--- config.mk ---
export PLATFORM = sky130hd
export DESIGN_NAME = matrix_add_sub_mul_4x4_top
export DESIGN_NICKNAME = d
export VERILOG_FILES = /design/src/sv/mxcalc_pkg.sv /design/src/sv/mxcalc_front.sv /design/src/sv/mxcalc_fifo.sv /design/src/sv/mxcalc_back.sv /design/src/sv/matrix_add_sub_mul_4x4_top.sv
export SDC_FILE = /design/constraint.sdc
export NUM_CORES = 2
export LEC_CHECK = 0
export BUFFER_PORTS_ARGS = -buffer_cell sky130_fd_sc_hd__buf_2
export CORE_ASPECT_RATIO = 2
export CORE_MARGIN = 2
export CORE_UTILIZATION = 63
export CTS_BUF_LIST = sky130_fd_sc_hd__clkbuf_8
export DETAILED_ROUTE_END_ITERATION = 16
export GPL_TIMING_DRIVEN = 0
export PLACE_DENSITY = 0.79
export SYNTH_ARGS = -nofsm -noshare
export SYNTH_HDL_FRONTEND = slang
export SYNTH_HIERARCHICAL = 1
export SYNTH_SLANG_ARGS = --single-unit
--- constraint.sdc ---
create_clock -name aclk -period 12 [get_ports aclk]
set_input_delay 0.6 -clock aclk [delete_from_list [all_inputs] [get_ports aclk]]
set_output_delay 0.6 -clock aclk [all_outputs]
set_load 0.02 [all_outputs]
--- src/sv/mxcalc_pkg.sv ---
// Shared types and constants for the 4x4 matrix add, subtract and multiply block.
package mxcalc_pkg;

    // Operation codes held in the configuration register.
    typedef enum logic [1:0] {
        OP_ADD = 2'd0,
        OP_SUB = 2'd1,
        OP_MUL = 2'd2
    } op_t;

    // Control word that travels with each stored element through the queue.
    typedef struct packed {
        logic sel_b;    // element belongs to matrix B
        logic last;     // final element of B, starts the compute phase
        op_t  op;       // operation sampled with the final element
    } ctl_t;

    localparam int ELEM_W      = 32;
    localparam int QUEUE_DEPTH = 2;

endpackage

--- src/sv/mxcalc_front.sv ---
// Front end: accepts elements, tracks the load position and tags each store command.
module mxcalc_front #(
    parameter int  DIM   = 4,
    localparam int CELLS = DIM * DIM,
    localparam int IDX_W = $clog2(CELLS),
    localparam int CNT_W = $clog2(2 * CELLS)
) (
    input  logic                                aclk,
    input  logic                                aresetn,
    input  logic                                s_valid,
    output logic                                s_ready,
    input  logic signed [mxcalc_pkg::ELEM_W-1:0] s_element,
    input  logic                                cfg_wr_en,
    input  logic [1:0]                          cfg_wr_data,
    input  logic                                q_full,
    output logic                                q_push,
    output mxcalc_pkg::ctl_t                    q_ctl,
    output logic [IDX_W-1:0]                    q_addr,
    output logic [mxcalc_pkg::ELEM_W-1:0]       q_data
);
    import mxcalc_pkg::*;

    logic [CNT_W-1:0] count_reg;
    op_t              op_reg;
    logic             is_b;
    logic             is_last;

    assign s_ready = !q_full;
    assign q_push  = s_valid && s_ready;
    assign is_b    = (32'(count_reg) >= CELLS);
    assign is_last = (32'(count_reg) == 2 * CELLS - 1);

    assign q_ctl.sel_b = is_b;
    assign q_ctl.last  = is_last;
    assign q_ctl.op    = op_reg;
    assign q_addr      = is_b ? IDX_W'(32'(count_reg) - CELLS) : IDX_W'(count_reg);
    assign q_data      = s_element;

    always_ff @(posedge aclk) begin
        if (!aresetn) begin
            count_reg <= '0;
            op_reg    <= OP_ADD;
        end else begin
            if (cfg_wr_en) begin
                op_reg <= op_t'(cfg_wr_data);
            end
            if (q_push) begin
                if (is_last) begin
                    count_reg <= '0;
                end else begin
                    count_reg <= count_reg + 1'b1;
                end
            end
        end
    end

endmodule

--- src/sv/mxcalc_fifo.sv ---
// Small show-ahead queue that decouples the front end from the compute engine.
module mxcalc_fifo #(
    parameter int  WIDTH = 8,
    parameter int  DEPTH = 2,
    localparam int PTR_W = (DEPTH > 1) ? $clog2(DEPTH) : 1,
    localparam int CNT_W = $clog2(DEPTH + 1)
) (
    input  logic             aclk,
    input  logic             aresetn,
    input  logic             push,
    input  logic [WIDTH-1:0] push_data,
    output logic             full,
    input  logic             pop,
    output logic             not_empty,
    output logic [WIDTH-1:0] pop_data
);
    logic [WIDTH-1:0] slot_reg [DEPTH];
    logic [PTR_W-1:0] wr_ptr_reg;
    logic [PTR_W-1:0] rd_ptr_reg;
    logic [CNT_W-1:0] fill_reg;
    logic             do_push;
    logic             do_pop;

    assign full      = (32'(fill_reg) == DEPTH);
    assign not_empty = (fill_reg != '0);
    assign do_push   = push && !full;
    assign do_pop    = pop && not_empty;
    assign pop_data  = slot_reg[rd_ptr_reg];

    always_ff @(posedge aclk) begin
        if (do_push) begin
            slot_reg[wr_ptr_reg] <= push_data;
        end
    end

    always_ff @(posedge aclk) begin
        if (!aresetn) begin
            wr_ptr_reg <= '0;
            rd_ptr_reg <= '0;
            fill_reg   <= '0;
        end else begin
            if (do_push) begin
                wr_ptr_reg <= (32'(wr_ptr_reg) == DEPTH - 1) ? '0 : wr_ptr_reg + 1'b1;
            end
            if (do_pop) begin
                rd_ptr_reg <= (32'(rd_ptr_reg) == DEPTH - 1) ? '0 : rd_ptr_reg + 1'b1;
            end
            if (do_push && !do_pop) begin
                fill_reg <= fill_reg + 1'b1;
            end else if (do_pop && !do_push) begin
                fill_reg <= fill_reg - 1'b1;
            end
        end
    end

endmodule

--- src/sv/mxcalc_back.sv ---
// Compute engine: stores both matrices and produces result cells on one shared unit.
module mxcalc_back #(
    parameter int  DIM   = 4,
    localparam int CELLS = DIM * DIM,
    localparam int IDX_W = $clog2(CELLS),
    localparam int DW    = $clog2(DIM)
) (
    input  logic                                 aclk,
    input  logic                                 aresetn,
    input  logic                                 q_valid,
    output logic                                 q_ready,
    input  mxcalc_pkg::ctl_t                     q_ctl,
    input  logic [IDX_W-1:0]                     q_addr,
    input  logic [mxcalc_pkg::ELEM_W-1:0]        q_data,
    output logic                                 m_valid,
    input  logic                                 m_ready,
    output logic signed [mxcalc_pkg::ELEM_W-1:0] m_result,
    output logic [1:0]                           m_row,
    output logic [1:0]                           m_column,
    output logic                                 m_last
);
    import mxcalc_pkg::*;

    typedef enum logic [2:0] {
        S_IDLE,
        S_READ,
        S_CALC,
        S_ACC,
        S_OUT
    } state_t;

    logic [ELEM_W-1:0] mem_a [CELLS];
    logic [ELEM_W-1:0] mem_b [CELLS];

    state_t            state_reg;
    op_t               op_reg;
    logic [DW-1:0]     r_reg;
    logic [DW-1:0]     c_reg;
    logic [DW-1:0]     j_reg;
    logic [ELEM_W-1:0] a_q_reg;
    logic [ELEM_W-1:0] b_q_reg;
    logic [ELEM_W-1:0] term_reg;
    logic [ELEM_W-1:0] acc_reg;
    logic              m_valid_reg;
    logic [ELEM_W-1:0] m_result_reg;
    logic [1:0]        m_row_reg;
    logic [1:0]        m_column_reg;
    logic              m_last_reg;

    logic [DW-1:0]     a_col;
    logic [DW-1:0]     b_row;
    logic [IDX_W-1:0]  a_addr;
    logic [IDX_W-1:0]  b_addr;
    logic [ELEM_W-1:0] term_next;
    logic [ELEM_W-1:0] acc_next;
    logic              is_mul;
    logic              last_cell;

    assign q_ready   = (state_reg == S_IDLE);
    assign is_mul    = (op_reg == OP_MUL);
    assign last_cell = (32'(r_reg) == DIM - 1) && (32'(c_reg) == DIM - 1);

    // For the product, A walks along row r and B walks down column c.
    assign a_col  = is_mul ? j_reg : c_reg;
    assign b_row  = is_mul ? j_reg : r_reg;
    assign a_addr = IDX_W'(32'(r_reg) * DIM + 32'(a_col));
    assign b_addr = IDX_W'(32'(b_row) * DIM + 32'(c_reg));

    always_comb begin
        unique case (op_reg)
            OP_ADD:  term_next = a_q_reg + b_q_reg;
            OP_SUB:  term_next = a_q_reg - b_q_reg;
            OP_MUL:  term_next = a_q_reg * b_q_reg;
            default: term_next = '0;
        endcase
    end

    assign acc_next = acc_reg + term_reg;

    always_ff @(posedge aclk) begin
        if (q_valid && q_ready) begin
            if (q_ctl.sel_b) begin
                mem_b[q_addr] <= q_data;
            end else begin
                mem_a[q_addr] <= q_data;
            end
        end
        a_q_reg <= mem_a[a_addr];
        b_q_reg <= mem_b[b_addr];
    end

    always_ff @(posedge aclk) begin
        if (!aresetn) begin
            state_reg   <= S_IDLE;
            op_reg      <= OP_ADD;
            r_reg       <= '0;
            c_reg       <= '0;
            j_reg       <= '0;
            acc_reg     <= '0;
            m_valid_reg <= 1'b0;
        end else begin
            // In S_OUT the output register is reloaded instead when the result is taken.
            if (m_valid_reg && m_ready && (state_reg != S_OUT)) begin
                m_valid_reg <= 1'b0;
            end
            unique case (state_reg)
                S_IDLE: begin
                    if (q_valid && q_ctl.last) begin
                        op_reg    <= q_ctl.op;
                        r_reg     <= '0;
                        c_reg     <= '0;
                        j_reg     <= '0;
                        acc_reg   <= '0;
                        state_reg <= S_READ;
                    end
                end
                S_READ: begin
                    state_reg <= S_CALC;
                end
                S_CALC: begin
                    term_reg  <= term_next;
                    state_reg <= S_ACC;
                end
                S_ACC: begin
                    acc_reg <= acc_next;
                    if (is_mul && (32'(j_reg) != DIM - 1)) begin
                        j_reg     <= j_reg + 1'b1;
                        state_reg <= S_READ;
                    end else begin
                        state_reg <= S_OUT;
                    end
                end
                S_OUT: begin
                    if (!m_valid_reg || m_ready) begin
                        m_valid_reg  <= 1'b1;
                        m_result_reg <= acc_reg;
                        m_row_reg    <= 2'(r_reg);
                        m_column_reg <= 2'(c_reg);
                        m_last_reg   <= last_cell;
                        acc_reg      <= '0;
                        j_reg        <= '0;
                        if (last_cell) begin
                            state_reg <= S_IDLE;
                        end else begin
                            if (32'(c_reg) == DIM - 1) begin
                                c_reg <= '0;
                                r_reg <= r_reg + 1'b1;
                            end else begin
                                c_reg <= c_reg + 1'b1;
                            end
                            state_reg <= S_READ;
                        end
                    end
                end
                default: state_reg <= S_IDLE;
            endcase
        end
    end

    assign m_valid  = m_valid_reg;
    assign m_result = m_result_reg;
    assign m_row    = m_row_reg;
    assign m_column = m_column_reg;
    assign m_last   = m_last_reg;

endmodule

--- src/sv/matrix_add_sub_mul_4x4_top.sv ---
// Matrix calculator: loads A then B row-major, one element per item, and returns
// A+B, A-B or the product A*B row-major, wrapping to 32 bits. Loading takes one item
// per cycle while the queue between the front end and the compute engine has room.
// Once the final element of B reaches the engine, it computes the DIM*DIM result
// cells one after another on a single add, subtract, multiply and accumulate unit
// fed by registered memory reads: each cell runs read, calc and accumulate steps,
// once per product term or once for add or subtract, then an output step that waits
// for the output register. Elements may still be accepted until the queue fills. The operation
// is taken with the final element of B; code 3 yields zero results.
module matrix_add_sub_mul_4x4_top #(
    parameter int DIM = 4
) (
    input  logic                                 aclk,
    input  logic                                 aresetn,
    input  logic                                 s_valid,
    output logic                                 s_ready,
    input  logic signed [mxcalc_pkg::ELEM_W-1:0] s_element,
    output logic                                 m_valid,
    input  logic                                 m_ready,
    output logic signed [mxcalc_pkg::ELEM_W-1:0] m_result,
    output logic [1:0]                           m_row,
    output logic [1:0]                           m_column,
    output logic                                 m_last,
    input  logic                                 cfg_wr_en,
    input  logic [1:0]                           cfg_wr_data
);
    import mxcalc_pkg::*;

    localparam int IDX_W = $clog2(DIM * DIM);
    localparam int CTL_W = $bits(ctl_t);
    localparam int Q_W   = CTL_W + IDX_W + ELEM_W;

    logic              q_full;
    logic              q_push;
    ctl_t              f_ctl;
    logic [IDX_W-1:0]  f_addr;
    logic [ELEM_W-1:0] f_data;
    logic              q_not_empty;
    logic              q_pop;
    logic [Q_W-1:0]    q_out;
    ctl_t              b_ctl;
    logic [IDX_W-1:0]  b_addr;
    logic [ELEM_W-1:0] b_data;

    mxcalc_front #(.DIM(DIM)) u_front (
        .aclk        (aclk),
        .aresetn     (aresetn),
        .s_valid     (s_valid),
        .s_ready     (s_ready),
        .s_element   (s_element),
        .cfg_wr_en   (cfg_wr_en),
        .cfg_wr_data (cfg_wr_data),
        .q_full      (q_full),
        .q_push      (q_push),
        .q_ctl       (f_ctl),
        .q_addr      (f_addr),
        .q_data      (f_data)
    );

    mxcalc_fifo #(.WIDTH(Q_W), .DEPTH(QUEUE_DEPTH)) u_queue (
        .aclk      (aclk),
        .aresetn   (aresetn),
        .push      (q_push),
        .push_data ({f_ctl, f_addr, f_data}),
        .full      (q_full),
        .pop       (q_pop),
        .not_empty (q_not_empty),
        .pop_data  (q_out)
    );

    assign b_ctl  = ctl_t'(q_out[Q_W-1 -: CTL_W]);
    assign b_addr = q_out[ELEM_W +: IDX_W];
    assign b_data = q_out[ELEM_W-1:0];

    mxcalc_back #(.DIM(DIM)) u_back (
        .aclk     (aclk),
        .aresetn  (aresetn),
        .q_valid  (q_not_empty),
        .q_ready  (q_pop),
        .q_ctl    (b_ctl),
        .q_addr   (b_addr),
        .q_data   (b_data),
        .m_valid  (m_valid),
        .m_ready  (m_ready),
        .m_result (m_result),
        .m_row    (m_row),
        .m_column (m_column),
        .m_last   (m_last)
    );

endmodule
==> impl_results.md <==
* Clock-pin slew on the worst setup and hold paths at 0.07 ns
* Critical path destination: u_back/term_reg[31]$_DFFE_PP_
* Clock Latency Late Sink at 0.87 ns
* Worst slew margin at 4.44%
* Critical path cell sequence: clkbuf_1 -> clkbuf_1 -> nand2_1 -> fa_1 -> fa_1 -> fa_1 -> inv_1 -> fa_1 -> fa_1 -> fa_1 -> fa_1 -> fa_1 -> ha_1 -> a21o_1 -> a21o_1 -> a21o_1 -> a211oi_1 -> o21ai_0 -> o221ai_1 -> o21ai_0 -> xnor2_1 -> o21ai_0 -> o31a_1
* GR Util met2 at 67.2%
* Asr flop ratio synth at 0%
* CP max stage cell: o221ai_1
* Layout net count at 5360
* Cells on worst reg2reg path at 23
* GRT Max-Usage Layer: met2
* PnR worst setup slack at 1.66 ns
* Final period util at 86.1%
* CTS Sinks at 1293
* Critical R2R Launch: u_back/a_q_reg[13]$_DFF_P_
* CTS tree: yes
* Grt total ovfl at 0
* Drt pass-1 iters at 6
* Most frequent cells in the layout: edfxtp_1, inv_1, fa_1
* Antenna Nets Post-Route at 0
* Max-Cap Viols at 0
* All-Layer GR Usage at 37.5%
* Post-cts resize count at 0
* Die H at 465 um
* Root buffer cell: clkbuf_8
* Worst min path class: input pin to flop
* Io pins at 78
* Slew at the pin with the worst max-slew slack at 1.43 ns
* Synthesized instance count at 4427
* CTS H-Tree Depth at 4
* Wire length per cell at 32.0 um
* Via count at 40171
* Vias in the first global route at 43400
* RSZ-0062 raised after global routing: no
* Critical Path RT at 12.61 ns
* Initial core utilization at 63.5%
* First-pass GRT wire length at 287000 um
* Synth unique cells at 79
* I/O Buffers at 45
* Most common cell on crit path: fa_1
* Post-synthesis sequential area ratio at 56.1%
* Area delta synth->final at 10.0%
* Clk buf depth at 3
* Met1 GRT Util at 35.4%
* Main synth FF type: edfxtp_1
* Hold-fix buffer count after cts at 35
* Synthesized cell area at 67100 sq um
* Die width at 235 um
* Post-synth EDFFs at 1173
* Worst setup EP type: flop
* GR Util met3 at 7.82%
* Max Freq at 96.7 MHz
* Arr. time, crit path at 10.94 ns
* Vias per cell at 6.44
* Syn. warnings at 6
* Dpl ws at 2.11 ns
* Final wirelength at 200000 um
* Slowest stage delay, CP at 0.81 ns
* Crit path max fanout at 11
* DRC viols at 0
* Drt first-iter violations at 3736
* Die ar. at 109000 sq um
* Fill cell count at 6923
* WP buf/inv at 3
* DP HPWL at 142000 um
* Largest net degree at the start of global routing at 37
* Post-CTS setup buffers at 0
* Synth Area per Inst at 15.2 sq um
* Status: completed
* Layout cell share with drive strength beyond 1 at 15.8%
* R2R Setup Slk at 1.66 ns
* Synthesized Nets at 5071
* Fin. Hold Viols at 0
* CP startpoint: u_back/a_q_reg[13]$_DFF_P_
* Rows at 169
* Inserted Clock Buffers at 169
* Top delay family on crit path: adder cells
* Initial antenna violation count at 19
* Core box area at 106000 sq um
* Leading cell type in the layout, fill and taps excluded: edfxtp_1
* Reg2reg end: u_back/term_reg[31]$_DFFE_PP_
* Startpoint Class: flop
* Setup tns final at 0 ns
* Synth Register Bits at 1293
* Final slew viol count at 0
* Critical Path Stages at 23
* Final Wtd Congestion at 1.00
* Worst setup path category: flop to flop
* Final setup violating endpoints at 0
* Clock skew at 0.0512 ns
* Final critical-path required period at 10.34 ns
==> stage by stage <==
step                hold slack (ns)  instances  util [%]  cell area [sq um]
global placement              0.430       5840      65.3              69000
detailed placement            0.453       5878      66.3              70100
global route                 0.0743       6221      69.8              73800
finish                       0.0962       6240      69.8              73800
floorplan                     0.425       4427         -              67100
CTS                         0.00641       6219      69.8              73700
==> worst reg2reg max path, stage by stage, from the launching register on <==
cell,delay (ns)
dfxtp_1,0.65
clkbuf_1,0.79
clkbuf_1,0.77
nand2_1,0.19
fa_1,0.53
fa_1,0.53
fa_1,0.55
inv_1,0.06
fa_1,0.42
fa_1,0.50
fa_1,0.59
fa_1,0.48
fa_1,0.70
ha_1,0.35
a21o_1,0.17
a21o_1,0.23
a21o_1,0.17
a211oi_1,0.21
o21ai_0,0.13
o221ai_1,0.81
o21ai_0,0.29
xnor2_1,0.68
o21ai_0,0.16
o31a_1,0.15
==> worst min path at each step <==
| stage | from | to | depth (start not counted) |
|---|---|---|---|
| finish | cfg_wr_en | u_front/op_reg[1]$_SDFFE_PN0P_ | 3 |
| global route | cfg_wr_en | u_front/op_reg[1]$_SDFFE_PN0P_ | 3 |
| CTS | cfg_wr_en | u_front/op_reg[1]$_SDFFE_PN0P_ | 3 |
| detailed placement | u_front/op_reg[1]$_SDFFE_PN0P_ | u_queue/slot_reg[1][37]$_DFFE_PP_ | 0 |
| global placement | u_front/op_reg[1]$_SDFFE_PN0P_ | u_queue/slot_reg[0][37]$_DFFE_PP_ | 0 |
| floorplan | u_front/op_reg[0]$_SDFFE_PN0P_ | u_queue/slot_reg[0][36]$_DFFE_PP_ | 0 |
==> final cells by class <==
type / count / area [sq um] / share of cell area, %
Sequential cell: 1293 / 37600 / 51.0
Multi-Input combinational cell: 2471 / 27100 / 36.7
Clock buffer: 171 / 2350 / 3.19
Tap cell: 1368 / 1710 / 2.32
Inverter: 407 / 1530 / 2.07
Timing Repair Buffer: 118 / 1340 / 1.81
Buffer: 256 / 1140 / 1.55
Clock inverter: 135 / 991 / 1.34
Antenna cell: 21 / 52.6 / 0.0712
==> cell usage after synthesis (23+ instances only) <==
library cell | instances | area (sq um)
a21o_1 | 44 | 330
o21ai_0 | 61 | 305
and2_1 | 344 | 2150
ha_1 | 195 | 2440
inv_1 | 405 | 1520
dfxtp_1 | 120 | 2400
a21oi_1 | 86 | 430
nor2b_1 | 46 | 288
mux4_2 | 288 | 6490
clkbuf_1 | 175 | 657
a211oi_1 | 40 | 300
mux2_2 | 40 | 450
o22ai_1 | 23 | 144
nand2_1 | 338 | 1270
xor2_1 | 62 | 543
nor2_1 | 96 | 360
a31oi_1 | 41 | 257
edfxtp_1 | 1173 | 35200
xnor2_1 | 109 | 955
buf_4 | 38 | 285
a22oi_1 | 30 | 225
fa_1 | 410 | 8210
==> routing by layer <==
layer  up-vias  wire, um
li1      16454         -
met1     20534     57100
met2      2303    107000
met3       874     13600
met4         6     21800
met5         -        34
==> cell families after synthesis <==
logic type | synth area share, %
AO/OA/AOI/OAI | 4.14
XOR/XNOR | 2.23
adder cells (fa/ha/maj) | 15.9
buffers and inverters | 3.98
flip-flops | 56.1
multiplexers | 10.4
AND/OR/NAND/NOR | 7.26
Power is left out: the tool's default activity adds up to more than one toggle a clock period on the data nets, which glitch-free logic cannot reach.
